## config.mk

```make
export PLATFORM = sky130hd
export DESIGN_NAME = length_prefixed_message_deframer_top
export DESIGN_NICKNAME = d
export VERILOG_FILES = /design/src/rtl/lpmd_pkg.sv /design/src/rtl/lpmd_parse.sv /design/src/rtl/lpmd_out_reg.sv /design/src/rtl/length_prefixed_message_deframer_top.sv
export SDC_FILE = /design/constraint.sdc
export NUM_CORES = 1
export LEC_CHECK = 0
export BUFFER_PORTS_ARGS = -buffer_cell sky130_fd_sc_hd__buf_2
export CAP_MARGIN = 20
export CORE_AREA = 2 2 154 156
export DETAILED_ROUTE_END_ITERATION = 10
export DIE_AREA = 0 0 156 158
export GPL_TIMING_DRIVEN = 0
export PLACE_DENSITY_LB_ADDON = 0.05
export SLEW_MARGIN = 5
export SYNTH_ARGS = -nofsm -noshare
export SYNTH_HDL_FRONTEND = slang
export SYNTH_SLANG_ARGS = --single-unit
```

## constraint.sdc

```tcl
create_clock -name clk -period 9.55 [get_ports clk]
set_clock_uncertainty 0.15 [all_clocks]
set_input_delay 0.4775 -clock clk [delete_from_list [all_inputs] [get_ports clk]]
set_output_delay 0.4775 -clock clk [all_outputs]
set_load 0.02 [all_outputs]
```

## src/rtl/lpmd_pkg.sv

```systemverilog
// lpmd_pkg: shared types and constants for the length-prefixed message deframer
// no dependencies; imported by every module of the block
`timescale 1ns / 1ps

package lpmd_pkg;

  // header layout: destination, length, tag, 32-bit little-endian words
  localparam int unsigned HEADER_BYTES = 12;
  localparam int unsigned HDR_STORE_W  = (HEADER_BYTES - 1) * 8;
  localparam logic [3:0]  HDR_LAST     = 4'(HEADER_BYTES - 1);

  // status codes carried on m_tuser
  localparam logic [1:0] STATUS_PAYLOAD = 2'd0;
  localparam logic [1:0] STATUS_EMPTY   = 2'd1;
  localparam logic [1:0] STATUS_BAD_LEN = 2'd2;

  typedef struct packed {
    logic [1:0]  status;
    logic [31:0] destination;
    logic [31:0] message_tag;
    logic [30:0] message_length;
    logic [7:0]  payload_byte;
    logic        last_of_message;
  } lpmd_result_t;

endpackage

```

## src/rtl/lpmd_parse.sv

```systemverilog
// lpmd_parse: header collection, payload count-down and result decision
// depends on lpmd_pkg
`timescale 1ns / 1ps

module lpmd_parse (
  input  logic                  clk,
  input  logic                  rst,
  input  logic                  fire,
  input  logic [7:0]            data_byte,
  input  logic [15:0]           thread_count,
  output logic                  res_valid,
  output lpmd_pkg::lpmd_result_t res
);
  import lpmd_pkg::*;

  logic [3:0]             header_count;
  logic [HDR_STORE_W-1:0] header_store;
  logic                   in_payload;
  logic [30:0]            bytes_left;
  logic                   drop_message;
  logic [31:0]            cur_dest;
  logic [31:0]            cur_tag;
  logic [30:0]            cur_len;

  logic [HDR_STORE_W+7:0] full_hdr;
  logic [31:0]            new_dest;
  logic [31:0]            new_len;
  logic [31:0]            new_tag;
  logic                   dest_ok;
  logic                   hdr_done;

  assign full_hdr = {data_byte, header_store};
  assign new_dest = full_hdr[31:0];
  assign new_len  = full_hdr[63:32];
  assign new_tag  = full_hdr[95:64];
  assign dest_ok  = (new_dest[31:16] == 16'd0) && (new_dest[15:0] < thread_count);
  assign hdr_done = !in_payload && (header_count == HDR_LAST);

  always_comb begin
    res_valid = 1'b0;
    res       = '0;
    if (in_payload) begin
      res_valid           = !drop_message;
      res.status          = STATUS_PAYLOAD;
      res.destination     = cur_dest;
      res.message_tag     = cur_tag;
      res.message_length  = cur_len;
      res.payload_byte    = data_byte;
      res.last_of_message = (bytes_left == 31'd1);
    end else if (hdr_done) begin
      res.destination     = new_dest;
      res.message_tag     = new_tag;
      res.last_of_message = 1'b1;
      if (new_len[31]) begin
        res_valid  = 1'b1;
        res.status = STATUS_BAD_LEN;
      end else begin
        res_valid  = dest_ok && (new_len == 32'd0);
        res.status = STATUS_EMPTY;
      end
    end
    res_valid = res_valid && fire;
  end

  always_ff @(posedge clk) begin
    if (rst) begin
      header_count <= '0;
      header_store <= '0;
      in_payload   <= 1'b0;
      bytes_left   <= '0;
      drop_message <= 1'b0;
      cur_dest     <= '0;
      cur_tag      <= '0;
      cur_len      <= '0;
    end else if (fire) begin
      if (in_payload) begin
        bytes_left <= bytes_left - 31'd1;
        if (bytes_left == 31'd1) begin
          in_payload <= 1'b0;
        end
      end else if (!hdr_done) begin
        // shift in: byte 0 ends up lowest once the header is full
        header_store <= full_hdr[HDR_STORE_W+7:8];
        header_count <= header_count + 4'd1;
      end else begin
        header_count <= '0;
        header_store <= full_hdr[HDR_STORE_W+7:8];
        cur_dest     <= new_dest;
        cur_tag      <= new_tag;
        cur_len      <= new_len[30:0];
        if (!new_len[31]) begin
          drop_message <= !dest_ok;
          if (new_len != 32'd0) begin
            in_payload <= 1'b1;
            bytes_left <= new_len[30:0];
          end
        end
      end
    end
  end

`ifndef ASSERT_OFF
  a_hdr_count_range: assert property (@(posedge clk) disable iff (rst)
    header_count <= HDR_LAST)
    else $error("header count past last header byte");

  a_payload_nonzero: assert property (@(posedge clk) disable iff (rst)
    in_payload |-> (bytes_left != 31'd0))
    else $error("payload phase with nothing left");

  a_payload_hdr_idle: assert property (@(posedge clk) disable iff (rst)
    in_payload |-> (header_count == 4'd0))
    else $error("header bytes collected during payload");

  a_last_ends_payload: assert property (@(posedge clk) disable iff (rst)
    (fire && in_payload && bytes_left == 31'd1) |=> !in_payload)
    else $error("payload phase did not end on last byte");
`endif

endmodule

```

## src/rtl/lpmd_out_reg.sv

```systemverilog
// lpmd_out_reg: result register on the master side
// depends on lpmd_pkg
`timescale 1ns / 1ps

module lpmd_out_reg (
  input  logic                  clk,
  input  logic                  rst,
  input  logic                  load,
  input  lpmd_pkg::lpmd_result_t res,
  input  logic                  m_tready,
  output logic                  m_tvalid,
  output lpmd_pkg::lpmd_result_t held,
  output logic                  advance
);
  import lpmd_pkg::*;

  // slot is free when empty or drained in this cycle
  assign advance = !m_tvalid || m_tready;

  always_ff @(posedge clk) begin
    if (rst) begin
      m_tvalid <= 1'b0;
    end else if (load) begin
      m_tvalid <= 1'b1;
    end else if (m_tready) begin
      m_tvalid <= 1'b0;
    end
  end

  always_ff @(posedge clk) begin
    if (load) begin
      held <= res;
    end
  end

endmodule

```

## src/rtl/length_prefixed_message_deframer_top.sv

```systemverilog
// length_prefixed_message_deframer_top: byte stream in, per-byte message results out
// depends on lpmd_pkg, lpmd_parse, lpmd_out_reg
`timescale 1ns / 1ps
//
//  channel  dir  handshake           contents
//  s_*      in   s_tvalid/s_tready   one stream byte per request
//  m_*      out  m_tvalid/m_tready   one result per request: tdata words, tuser status,
//                                    tlast end of message
//  cfg_*    in   cfg_we              thread_count write, taken on any cycle with cfg_we
//
//  one byte per cycle while the m side is not stalled; a byte passes the input register,
//  then decision logic into the result register, before m_tvalid rises
//  header bytes, bar the last of a bad-length or valid empty header, and dropped payload
//  bytes leave no result; like payload bytes they wait in the input register while a result is stalled
//  a stalled m side holds the result; the input register keeps one more byte,
//  then s_tready drops
//  rst is synchronous: header collection restarts, thread_count returns to 5

module length_prefixed_message_deframer_top (
  input  logic         clk,
  input  logic         rst,
  // slave side
  input  logic         s_tvalid,
  output logic         s_tready,
  input  logic [7:0]   s_tdata,   // [7:0] data_byte
  // master side
  output logic         m_tvalid,
  input  logic         m_tready,
  output logic [103:0] m_tdata,   // [31:0] destination, [63:32] message_tag,
                                  // [94:64] message_length, [102:95] payload_byte,
                                  // [103] zero
  output logic [1:0]   m_tuser,   // [1:0] status
  output logic         m_tlast,   // last_of_message
  // configuration
  input  logic         cfg_we,
  input  logic [15:0]  cfg_wdata  // thread_count
);
  import lpmd_pkg::*;

  logic [15:0]  thread_count;
  logic         in_valid;
  logic [7:0]   in_byte;
  logic         advance;
  logic         fire;
  logic         res_valid;
  lpmd_result_t res;
  lpmd_result_t held;

  // input register takes a byte when empty or when its byte moves on
  assign s_tready = !in_valid || advance;
  assign fire     = in_valid && advance;

  always_ff @(posedge clk) begin
    if (rst) begin
      in_valid <= 1'b0;
    end else if (s_tvalid && s_tready) begin
      in_valid <= 1'b1;
    end else if (fire) begin
      in_valid <= 1'b0;
    end
  end

  always_ff @(posedge clk) begin
    if (s_tvalid && s_tready) begin
      in_byte <= s_tdata;
    end
  end

  // number of existing destinations
  always_ff @(posedge clk) begin
    if (rst) begin
      thread_count <= 16'd5;
    end else if (cfg_we) begin
      thread_count <= cfg_wdata;
    end
  end

  lpmd_parse u_parse (
    .clk          (clk),
    .rst          (rst),
    .fire         (fire),
    .data_byte    (in_byte),
    .thread_count (thread_count),
    .res_valid    (res_valid),
    .res          (res)
  );

  lpmd_out_reg u_out (
    .clk      (clk),
    .rst      (rst),
    .load     (res_valid),
    .res      (res),
    .m_tready (m_tready),
    .m_tvalid (m_tvalid),
    .held     (held),
    .advance  (advance)
  );

  assign m_tdata = {1'b0, held.payload_byte, held.message_length,
                    held.message_tag, held.destination};
  assign m_tuser = held.status;
  assign m_tlast = held.last_of_message;

`ifndef ASSERT_OFF
  a_stall_blocks_input: assert property (@(posedge clk) disable iff (rst)
    (m_tvalid && !m_tready && in_valid) |-> !s_tready)
    else $error("input taken while both stages are full");

  a_load_only_when_free: assert property (@(posedge clk) disable iff (rst)
    res_valid |-> advance)
    else $error("result loaded over a pending request");

  a_no_result_without_byte: assert property (@(posedge clk) disable iff (rst)
    !in_valid |=> ($past(m_tvalid && !m_tready) || !$rose(m_tvalid)))
    else $error("result appeared without an input byte");
`endif

endmodule
```

Word-level counts from Yosys, hierarchy flattened

Index checks and enable logic that the tools add are counted.

Add/sub/neg operators: 2
Order comparisons: 1
Eq/ne operators: 3
Multiplexer cells: 22
Bitwise operators: 3
Reductions and logical operators: 25

Operator list:

| operator                | count |
|---|---|
| $mux W64                | 2 |
| $mux W31                | 4 |
| $logic_not A32 Y1       | 1 |
| $reduce_bool A32 Y1     | 1 |
| $eq A31 B1 Y1 const B   | 1 |
| $sub A31 B1 Y31 const B | 1 |
| $logic_not A16 Y1       | 1 |
| $lt A16 B16 Y1          | 1 |
| $mux W1                 | 14 |
| $reduce_and A4 Y1       | 2 |
| $reduce_bool A2 Y1      | 4 |
| $logic_and A1 B1 Y1     | 6 |
| $logic_not A1 Y1        | 5 |
| $add A4 B1 Y4 const B   | 1 |
| $eq A4 B4 Y1 const B    | 1 |
| $mux W4                 | 1 |
| $not A1 Y1              | 3 |
| $reduce_and A3 Y1       | 1 |
| $logic_or A1 B1 Y1      | 2 |
| $mux W2                 | 1 |
| $ne A2 B2 Y1 const B    | 1 |
| $reduce_and A2 Y1       | 1 |
| $reduce_or A2 Y1        | 1 |

Register bits: 352
Bits of input ports: 29
Output and inout bits: 109
Word-level logic and storage cells: 74

Longest topological paths before layout

Gate-level depths: netlist (run 1).

Depth after elaboration: 8
Mapped depth: 9
Gate-level depth less buffers: 8

By module

A second synthesis (run 1) with hierarchy kept.

Cells, all modules: 1613
Area total of the unflattened synthesis: 14340.0 um^2

By module, submodules not included:

| module                               | times used | cells each | area each (um^2) | seq. area each (um^2) |
|---|---|---|---|---|
| lpmd_parse                           | 1          | 1435       | 10227.3          | 4404.2 |
| lpmd_out_reg                         | 1          | 110        | 3229.3           | 3203.1 |
| length_prefixed_message_deframer_top | 1          | 68         | 883.3            | 580.6 |

Worst setup path after synthesis (run 1)

OpenSTA, ideal clock, no wires.

Path type: reg2reg
Start point: register thread_count[13]
End point: register, netlist name u_out.held[0]
Library setup time: 0.468 ns
Arrival time: 3.861 ns
Required time: 8.932 ns
Slack: 5.071 ns
Stages on the path, launching flop included: 9
Path buffers: 0
Clock period less this slack: 4.479 ns
Path through: dfxtp_1 -> inv_1 -> ha_1 -> a21o_1 -> a21o_1 -> a211o_1 -> a211oi_1 -> nand4_1 -> nand2_1

Longest elaborated chain between the ends: 7

Ends and longest elaborated chain:

| item                   | line                                       | RTL |
|---|---|---|
| start, declared        | length_prefixed_message_deframer_top.sv:40 | `logic [15:0] thread_count;` |
| start signal, assigned | length_prefixed_message_deframer_top.sv:74 | `thread_count <= cfg_wdata;` |
| $lt A16 B16 Y1         | lpmd_parse.sv:36                           | `assign dest_ok = (new_dest[31:16] == 16'd0) && (new_dest[15:0] < thread_count);` |
| $logic_and A1 B1 Y1    | lpmd_parse.sv:36                           |  |
| $logic_and A1 B1 Y1    | lpmd_parse.sv:58                           | `res_valid = dest_ok && (new_len == 32'd0);` |
| $mux W1                | lpmd_parse.sv:54                           | `if (new_len[31]) begin` |
| $mux W1                | lpmd_parse.sv:50                           | `end else if (hdr_done) begin` |
| $mux W1                | lpmd_parse.sv:42                           | `if (in_payload) begin` |
| $logic_and A1 B1 Y1    | lpmd_parse.sv:62                           | `res_valid = res_valid && fire;` |
| via res_valid          | length_prefixed_message_deframer_top.sv:45 | `logic res_valid;` |

The timed path passes the listed nets, and every way through them passes these cells.
A chain may end at the register's enable or synchronous reset.

Worst setup path after layout (run 1)

Start point: register u_out.m_tvalid
End point: register, netlist name u_out.held[43]

Longest elaborated chain between the ends: 4

Ends and longest elaborated chain:

| item                   | line                                       | RTL |
|---|---|---|
| start, declared        | lpmd_out_reg.sv:11                         | `output logic m_tvalid,` |
| start signal, assigned | lpmd_out_reg.sv:22                         | `m_tvalid <= 1'b0;` |
| start signal, assigned | lpmd_out_reg.sv:24                         | `m_tvalid <= 1'b1;` |
| start signal, assigned | lpmd_out_reg.sv:26                         | `m_tvalid <= 1'b0;` |
| $logic_not A1 Y1       | lpmd_out_reg.sv:18                         | `assign advance = !m_tvalid \|\| m_tready;` |
| $logic_or A1 B1 Y1     | lpmd_out_reg.sv:18                         |  |
| $logic_and A1 B1 Y1    | length_prefixed_message_deframer_top.sv:51 | `assign fire = in_valid && advance;` |
| $logic_and A1 B1 Y1    | lpmd_parse.sv:62                           |  |
| via res_valid          | length_prefixed_message_deframer_top.sv:45 |  |

The timed path passes the listed nets, and every way through them passes these cells.

==> flow_summary.ini, run 1 <==
[power]
irDropWorstVdd_uv = 140
internal-power_mw = 2.47
share_seq_of_total_power_pct = 49.6
p_comb_share_pct = 2.5
p_leak_nw = 6.33
swShare_pct = 21.1
p_switching_mw = 0.660
pwr-share-clk_pct = 47.9
powerDensity_mw_per_mm2 = 189

[sta]
max_slew_margin_pct = 32.2
hold_violations = 0
worstMarginPinSlew_ps = 1010
drv_slew = 0
fin_tns_setup_ps = 0
period_share_pct = 41.4
fmax_mhz = 253
rsz0062_at_grt = false
setup_viol = 0
post-route-min-period_ps = 3950
holdWs_ps = 31.0

[synth]
async_reset_ff_share_pct = 0
synth_warnings = 0
synthTopCellsByArea = dfxtp_1 (34%), edfxtp_1 (24%), nand2_1 (14%)
syn_inst = 1600
postSynthAreaPerCell_sq_um = 8.87
synth_cell_types = 63
syn_area_sq_mm = 0.0142
synth.largest_area_cell = dfxtp_1
synth_flop_cell = dfxtp_1
synth-edff-count = 114
ys_seq_area_share_pct = 57.7
synth-seq-cells = 352
syn-num-nets = 1647
synth_top_cell_area_share_pct = 33.6

[clock_network]
cts_buffer_depth = 3
cts.htree.levels = 2
cts.sinks = 352
cts_tree = yes
clock_latency_ps = 530
numCtsBuffers = 37
path_clk_slew_ps = 60
cts_root_buffer = clkbuf_16

[detailed_routing]
wire_per_inst_um = 18.2
vias = 12261
firstDrtPassIters = 5
totalWireLength_mm = 38.3
initialDrtViolationCount = 1209
ant_nets = 0
drt-vias-per-instance = 5.84
drc_errors = 0

[placement]
place.gp.congestion = 0.966
dp_hpwl_mm = 26.3
io_buffers = 134

[global_route]
grt_overflow = 0
grt_usage_pct = 31.0
grt_pass1_vias = 11358
grt_pass1_wl_mm = 60.0
antenna_found_initial = 1
grt_max_degree = 62

[final_layout]
areaGrowthSynthToFinish_pct = 17.1
post-route-util_pct = 72.1
fill_cells = 1765
final_common_cell = nand2_1
final_cell_mix = nand2_1 (539), dfxtp_1 (238), a21oi_1 (208)
drive_gt1_share_pct = 12.4
fin_nets = 1829
insertedDiodeCount = 0

[worst_setup_path]
reg2reg_to = u_out.held[43]$_DFFE_PP_
critical_path_class = register to register
reg2reg_slack_ps = 5600
cp.required_ps = 9580
worst_path_max_delay_cell = clkbuf_1
crit_fanout = 61
arrival_ps = 3980
slowest_delay_ps = 690
crit_path_end_kind = register
r2r-start = u_out.m_tvalid$_SDFFE_PP0P_
worst_setup_path_start_kind = register
cp_top_family = simple AND/OR/NAND/NOR gates
reg2reg_depth = 8
path_buf_inv = 2
crit_chain = nand2b_1 -> and2_1 -> nand2_1 -> nor2_1 -> clkbuf_1 -> nand4_1 -> nand2_4 -> buf_16

[run_status]
status = finished, final reports clean

[flow_run]
max_cap_viol_count = 0

[worst_hold_path]
min_path_type = input port to register
min_to = thread_count[0]$_SDFFE_PP1P_
worstHoldStart = cfg_wdata[0]
hold_depth = 3

[die]
die_area_sq_mm = 0.0246
die_height_um = 158
ioPinCount = 138
dieWidth_um = 156
fp-row-count = 56
coreArea_sq_mm = 0.0231
start_util_pct = 61.5
-- worst max-delay path by stage --
stage | from | end | slack [ps] | cells after the start
after global placement | m_tready | u_out.held[17]$_SDFFCE_PN0P_ | 3250 | 8
final | u_out.m_tvalid$_SDFFE_PP0P_ | u_out.held[43]$_DFFE_PP_ | 5600 | 8
after detailed placement | m_tready | u_out.held[17]$_SDFFCE_PN0P_ | 5400 | 9
after CTS | u_out.m_tvalid$_SDFFE_PP0P_ | u_out.held[42]$_DFFE_PP_ | 5660 | 8
after global routing | u_parse.header_count[0]$_SDFFE_PP0P_ | u_out.held[43]$_DFFE_PP_ | 5460 | 7
after floorplan | thread_count[13]$_SDFFE_PP0P_ | u_out.held[0]$_DFFE_PP_ | 5070 | 8
-- stage by stage --
step / worst slack (ps) / power (mW) / instances / cell area [sq um]
2_1_floorplan: 5070 / 1.63 / 1600 / 14200
3_3_place_gp: 3250 / 1.66 / 2024 / 15200
3_5_place_dp: 5400 / 1.66 / 2025 / 15300
4_1_cts: 5660 / 3.14 / 2101 / 16600
5_1_grt: 5460 / 3.21 / 2101 / 16600
6_report: 5600 / 3.13 / 2101 / 16600
-- registers in the layout, indices dropped and copies added (netlist names) --
signal	flops
u_out.held	106
u_parse.header_store	88
u_parse.cur_dest	32
u_parse.cur_tag	32
u_parse.bytes_left	31
u_parse.cur_len	31
thread_count	16
in_byte	8
u_parse.header_count	4
in_valid	1
u_out.m_tvalid	1
u_parse.drop_message	1
u_parse.in_payload	1
-- per-layer routing --
layer | up-vias | part of all wire, % | global-route usage, %
li1 | 5806 | - | -
met2 | 583 | 46 | 49.6
met1 | 5780 | 42 | 42.8
met4 | 2 | 3.1 | 11.9
met5 | - | 0.031 | 0
met3 | 90 | 9.0 | 4.95
-- cell usage after synthesis, types with 2 or more instances --
cell type / number
a31oi_1: 12
and2_1: 43
nor2_1: 53
nand3_1: 11
o31ai_1: 2
o21a_1: 2
buf_2: 6
a21o_1: 7
nor2b_1: 3
buf_1: 7
edfxtp_1: 114
o31a_1: 2
inv_1: 19
nor3_1: 19
or4_1: 3
o311ai_0: 3
ha_1: 18
buf_4: 2
mux2_2: 6
or3_2: 2
a222oi_1: 8
dfxtp_1: 238
nand4_1: 5
nand2b_1: 5
nor4_1: 22
nand3b_1: 2
a21oi_1: 208
nand2_1: 540
clkbuf_1: 94
mux2i_1: 17
or3_1: 12
o21ai_0: 76
a22oi_1: 7
a211o_1: 3
-- power by group through the flow --
stage | Sequential [mW] | Combinational, mW | Clock (mW)
final | 1.55 | 0.0792 | 1.50
after global routing | 1.55 | 0.0870 | 1.57
after CTS | 1.55 | 0.0778 | 1.51
after detailed placement | 1.59 | 0.0744 | 0
after global placement | 1.59 | 0.0732 | 0
after floorplan | 1.58 | 0.0489 | 0
-- layout make-up --
class	count	area (sq um)	area share, %
Clock inverter	24	258	1.55
Clock buffer	44	1020	6.17
Sequential cell	352	8190	49.3
Buffer	110	435	2.62
Inverter	19	71.3	0.429
Tap cell	290	363	2.18
Multi-Input combinational cell	1119	5500	33.1
Timing Repair Buffer	143	778	4.68
-- logic make-up after synthesis --
family	count (synthesis)	synth area share (%)
mux	23	1.68
flops	352	57.7
buf+inv	129	3.57
simple gates	733	22.0
other cells	1	0.0264
compound gates	344	13.4
fa+ha+maj	18	1.59
-- what timing repair did --
action	in CTS	in global routing
setup buffers	0	0
resized for setup	0	0
hold buffers	8	0
hold endpoints to repair	8	0
-- worst register-to-register path, delay by kind of cell (launching register included) --
kind | cells | cell delay [ps]
buf+inv | 2 | 1040
simple gates | 6 | 2010
flops | 1 | 340
Power figures use the tool's default switching activity.
==> run 2, diff against run 1 <==
--- a/config.mk
+++ b/config.mk
@@ -7,9 +7,9 @@
 export LEC_CHECK = 0
 export BUFFER_PORTS_ARGS = -buffer_cell sky130_fd_sc_hd__buf_2
 export CAP_MARGIN = 20
-export CORE_AREA = 2 2 154 156
+export CORE_AREA = 2 2 167 169
 export DETAILED_ROUTE_END_ITERATION = 10
-export DIE_AREA = 0 0 156 158
+export DIE_AREA = 0 0 169 171
 export GPL_TIMING_DRIVEN = 0
 export PLACE_DENSITY_LB_ADDON = 0.05
 export SLEW_MARGIN = 5
==> constraint.sdc (replaced) <==
create_clock -name clk -period 3.4 [get_ports clk]
set_clock_uncertainty 0.15 [all_clocks]
set_input_delay 0.17 -clock clk [delete_from_list [all_inputs] [get_ports clk]]
set_output_delay 0.17 -clock clk [all_outputs]
set_load 0.02 [all_outputs]
==> run 2 against run 1 <==
  * Global-route usage down 4.0 points
  * Sequential power rose to 2.8 times the previous value
  * Worst hold slack better by 0.70 ps
  * Register-to-register slack worse by 5500 ps
  * Wire length up 2.3%
  * Maximum frequency up 21%
  * Critical endpoint is now u_out.held[42]$_DFFE_PP_
  * Largest cell class unchanged
  * Largest power group unchanged
  * Highest routed layer is now met4
==> flow_summary.ini, run 2 (synthesized netlist as in run 1, its figures left out) <==
[run_status]
status = finished, final reports clean

[clock_network]
cts.htree.levels = 2
cts_tree = yes
clock_latency_ps = 530
path_clk_slew_ps = 60
cts.sinks = 352
cts_buffer_depth = 3
numCtsBuffers = 37
cts_root_buffer = clkbuf_16

[worst_setup_path]
critical_path_class = register to register
worst_setup_path_start_kind = register
crit_fanout = 53
slowest_delay_ps = 580
crit_path_end_kind = register
crit_start = u_parse.in_payload$_SDFFE_PP0P_
arrival_ps = 3280
path_buf_inv = 2
worst_path_max_delay_cell = clkbuf_1
path_common_cell = nor2_1
cp.required_ps = 3420
r2r-start = u_parse.in_payload$_SDFFE_PP0P_
crit_chain = clkbuf_1 -> buf_1 -> nor2_1 -> nor2_1 -> nand2_1 -> nand2_8
cp_top_family = simple AND/OR/NAND/NOR gates

[final_layout]
insertedDiodeCount = 0
areaGrowthSynthToFinish_pct = 18.8
final_area_sq_mm = 0.0169
fill_cells = 2401
drive_gt1_share_pct = 12.1
regMostFlops = u_out.held
largest_reg_flops = 106
fin_nets = 1852
final_common_cell = nand2_1
final_cell_mix = nand2_1 (539), dfxtp_1 (238), a21oi_1 (208)
top_regs = u_out.held x106, u_parse.header_store x88
post-route-util_pct = 61.7
final_cells = 2178

[die]
die_height_um = 171
fp-row-count = 61
dieWidth_um = 169
start_util_pct = 51.9
coreArea_sq_mm = 0.0273
ioPinCount = 138
die_area_sq_mm = 0.0289

[power]
p_leak_nw = 6.40
p_total_mw = 8.70
irDropWorstVdd_uv = 345
powerDensity_mw_per_mm2 = 516

[detailed_routing]
drc_errors = 0
initialDrtViolationCount = 1099
totalWireLength_mm = 39.2
vias = 12109
drt-vias-per-instance = 5.56
wire_per_inst_um = 18.0
firstDrtPassIters = 5
ant_nets = 0

[placement]
io_buffers = 134
pre_cts_slack_ps = -313
dpl_cell_area_sq_mm = 0.0153
dp_cells = 2080
dp_hpwl_mm = 26.7
place.gp.congestion = 0.909

[sta]
setup_ws_ps = 143
holdWs_ps = 31.7
rsz0062_at_grt = false
max_slew_margin_pct = 30.9
hold_violations = 0
drv_slew = 0
period_share_pct = 95.8
fmax_mhz = 307
setup_viol = 0
worstMarginPinSlew_ps = 1030
post-route-min-period_ps = 3260
fin_tns_setup_ps = 0

[global_route]
grt_max_degree = 54
grt_usage_pct = 27.0
grt_overflow = 0
grt_pass1_wl_mm = 61.0
antenna_found_initial = 0
grt_pass1_vias = 11216

[worst_hold_path]
min_path_type = input port to register
worstHoldStart = cfg_we

[flow_run]
max_cap_viol_count = 0
-- run 2: changes by cell type in the layout (fill, tap and decap cells not counted), sizes merged --
| cell | change |
|---|---|
| clkinvlp | -2 |
| buf | +2 |
| clkbuf | +9 |
| dlygate4sd3 | +19 |
| inv | +1 |
| clkinv | -9 |
| nand2 | +2 |
| bufinv | -1 |
-- run 2: worst reg2reg max path, stage by stage (launching register included) --
cell      delay, ps
dfxtp_1         320
clkbuf_1        580
buf_1           510
nor2_1          140
nor2_1          210
nand2_1         440
nand2_8         500
-- run 2: metal layers --
| layer | GRT usage (%) | vias to the layer above | wire length, um |
|---|---|---|---|
| met5 | 0 | - | 0 |
| met4 | 9.81 | 0 | 1310 |
| met1 | 37.7 | 5703 | 17700 |
| met3 | 4.14 | 90 | 2700 |
| li1 | - | 5861 | - |
| met2 | 42.8 | 455 | 17500 |
-- run 2: timing repair --
action | 4_1_cts | 5_1_grt
hold buffers | 27 | 0
hold endpoints to repair | 26 | 0
setup endpoints to repair | 106 | 0
gates resized for setup | 2 | 0
buffers inserted | 3 | 0
-- run 2: final cells by class --
| cell class | instances | area [sq um] | area share, % |
|---|---|---|---|
| multi-input cells | 1121 | 5540 | 32.9 |
| repair buffers | 164 | 963 | 5.72 |
| flip-flops and latches | 352 | 8190 | 48.6 |
| clock buffers | 53 | 1050 | 6.22 |
| clock inverters | 13 | 174 | 1.03 |
| plain buffers | 110 | 437 | 2.59 |
| inverters | 19 | 71.3 | 0.423 |
| well taps | 346 | 433 | 2.57 |
-- run 2: final timing paths --
check,to,slack (ps),cells after the start
setup / recovery,u_out.held[42]$_DFFE_PP_,140,6
hold / removal,thread_count[1]$_SDFFE_PP0P_,30,3
hold reg to reg,u_parse.cur_len[17]$_SDFFE_PP0P_,300,2
setup reg to reg,u_out.held[42]$_DFFE_PP_,140,6
-- run 2: power breakdown --
part	switching, mW	internal (mW)	leakage (nW)	total, mW
Combinational	0.159	0.0801	2.61	0.239
Sequential	0.0249	4.34	3.19	4.36
Clock	1.64	2.46	0.592	4.09
Total	1.82	6.88	6.40	8.70
==> run 3, diff against run 2 <==
--- a/config.mk
+++ b/config.mk
@@ -7,9 +7,9 @@
 export LEC_CHECK = 0
 export BUFFER_PORTS_ARGS = -buffer_cell sky130_fd_sc_hd__buf_2
 export CAP_MARGIN = 20
-export CORE_AREA = 2 2 167 169
+export CORE_AREA = 2 2 154 156
 export DETAILED_ROUTE_END_ITERATION = 10
-export DIE_AREA = 0 0 169 171
+export DIE_AREA = 0 0 156 158
 export GPL_TIMING_DRIVEN = 0
 export PLACE_DENSITY_LB_ADDON = 0.05
 export SLEW_MARGIN = 5
==> constraint.sdc (replaced) <==
create_clock -name clk -period 4.2 [get_ports clk]
set_clock_uncertainty 0.15 [all_clocks]
set_input_delay 0.21 -clock clk [delete_from_list [all_inputs] [get_ports clk]]
set_output_delay 0.21 -clock clk [all_outputs]
set_load 0.02 [all_outputs]
==> run 3 against run 2 <==
  * First-iteration DRC count is 10% higher
  * Worst hold slack improved by 45 ps
  * Cell count fell by 2.7%
  * Critical path depth up 4
  * Worst setup slack improved by 170 ps
  * Die area shrank 15%
  * Non-clock buffer count is 2 lower
  * Critical endpoint unchanged
==> flow_summary.ini, run 3 (synthesized netlist as in run 1, its figures left out) <==
[detailed_routing]
wire_per_inst_um = 18.0
vias = 12277
drc_errors = 0
initialDrtViolationCount = 1209
drt-vias-per-instance = 5.79
ant_nets = 0
totalWireLength_mm = 38.2
firstDrtPassIters = 5

[placement]
place.gp.congestion = 0.950
pre_cts_slack_ps = 363
io_buffers = 134
dp_hpwl_mm = 26.2
dpl_cell_area_sq_mm = 0.0153

[clock_network]
cts_tree = yes
ctsHoldBuffers = 27
numCtsBuffers = 37
ctsResizeCount = 0
cts_root_buffer = clkbuf_16
cts.sinks = 352
cts.htree.levels = 2
cts_buffer_depth = 3
clock_latency_ps = 520
path_clk_slew_ps = 60
post_cts_buffers = 0

[global_route]
antenna_found_initial = 0
busiest_layer = met2
grt_pass1_vias = 11286
gr-usage-met2_pct = 49.2
met3_usage_pct = 4.57
use_met1_pct = 42.5
grt_pass1_wl_mm = 59.5
grt_usage_pct = 30.7
grt_max_degree = 58
grt_overflow = 0

[worst_setup_path]
crit_start = m_tready
path_buf_inv = 4
cp.required_ps = 4250
reg2reg_slack_ps = 340
reg2reg_depth = 7
worst_setup_path_start_kind = input port
reg2reg_to = u_out.held[42]$_DFFE_PP_
r2r-start = u_parse.header_count[0]$_SDFFE_PP0P_
crit_chain = dlygate4sd3_1 -> buf_2 -> nand2b_1 -> and2_1 -> nand2_1 -> nor2_1 -> clkbuf_1 -> nand4_1 -> nand2_4 -> buf_16
crit_path_end_kind = register
slowest_delay_ps = 670
cp_top_family = simple AND/OR/NAND/NOR gates
arrival_ps = 3940
critical_path_class = input port to register
endpoint = u_out.held[42]$_DFFE_PP_
worst_path_max_delay_cell = clkbuf_1
crit_cells = 10
crit_fanout = 57

[sta]
fmax_mhz = 257
post-route-min-period_ps = 3890
fin_tns_setup_ps = 0
period_share_pct = 92.5
rsz0062_at_grt = false
worstMarginPinSlew_ps = 1020
hold_violations = 0
setup_viol = 0
max_slew_margin_pct = 31.7
setup_ws_ps = 314
drv_slew = 0

[final_layout]
regMostFlops = u_out.held
final_common_cell = nand2_1
fill_cells = 1758
post-route-util_pct = 72.5
fin_nets = 1848
final_cell_mix = nand2_1 (539), dfxtp_1 (238), a21oi_1 (208)
areaGrowthSynthToFinish_pct = 17.9
top_regs = u_out.held x106, u_parse.header_store x88
largest_reg_flops = 106
drive_gt1_share_pct = 11.9
final_area_sq_mm = 0.0167
insertedDiodeCount = 0

[die]
start_util_pct = 61.5
ioPinCount = 138
fp-row-count = 56
dieWidth_um = 156
coreArea_sq_mm = 0.0231
die_area_sq_mm = 0.0246
die_height_um = 158

[run_status]
status = finished, final reports clean

[flow_run]
max_cap_viol_count = 0

[power]
irDropWorstVdd_uv = 261
powerDensity_mw_per_mm2 = 415
p_leak_nw = 6.37

[worst_hold_path]
min_path_type = input port to register
## run 3: how the worst min path moves through the flow
| stage | start | end | slack, ps | cells after the start |
|---|---|---|---|---|
| 3_5_place_dp | s_tdata[3] | in_byte[3]$_DFFE_PP_ | 250 | 1 |
| 5_1_grt | cfg_we | thread_count[5]$_SDFFE_PP0P_ | 120 | 3 |
| 2_1_floorplan | s_tdata[0] | in_byte[0]$_DFFE_PP_ | 160 | 0 |
| 6_report | cfg_we | thread_count[4]$_SDFFE_PP0P_ | 80 | 3 |
| 4_1_cts | cfg_we | thread_count[4]$_SDFFE_PP0P_ | 70 | 3 |
| 3_3_place_gp | s_tdata[1] | in_byte[1]$_DFFE_PP_ | 260 | 1 |
## run 3: tightest hold or removal path, stage by stage
cell and delay [ps]:
clkbuf_1 240, mux2i_1 180, nor2_1 70
## run 3: through the flow
step | hold slack, ps | power [mW] | std cells
6_report | 76.3 | 6.94 | 2120
5_1_grt | 117 | 7.10 | 2120
4_1_cts | 68.8 | 6.96 | 2120
3_5_place_dp | 246 | 3.78 | 2025
3_3_place_gp | 255 | 3.77 | 2024
2_1_floorplan | 159 | 3.71 | 1600
## run 3: cell type report
class / count / area [sq um] / share of cell area, %
clock buffer: 52 / 1060 / 6.32
clock inverter: 16 / 139 / 0.831
timing repair buffer: 162 / 968 / 5.79
inverter: 19 / 71.3 / 0.427
multi-input combinational: 1119 / 5500 / 32.9
tap: 290 / 363 / 2.17
buffer: 110 / 435 / 2.60
sequential: 352 / 8190 / 49.0
## run 3: routing by layer
metal | wire length, um | part of all wire (%)
met5 | 0 | 0
met4 | 1300 | 3.4
met3 | 3300 | 8.6
met2 | 17600 | 46
met1 | 16000 | 42
## run 3: where the power goes
part | switching (mW) | total [mW] | internal, mW
Sequential | 0.0196 | 3.53 | 3.51
Combinational | 0.129 | 0.194 | 0.0649
Clock | 1.32 | 3.21 | 1.89
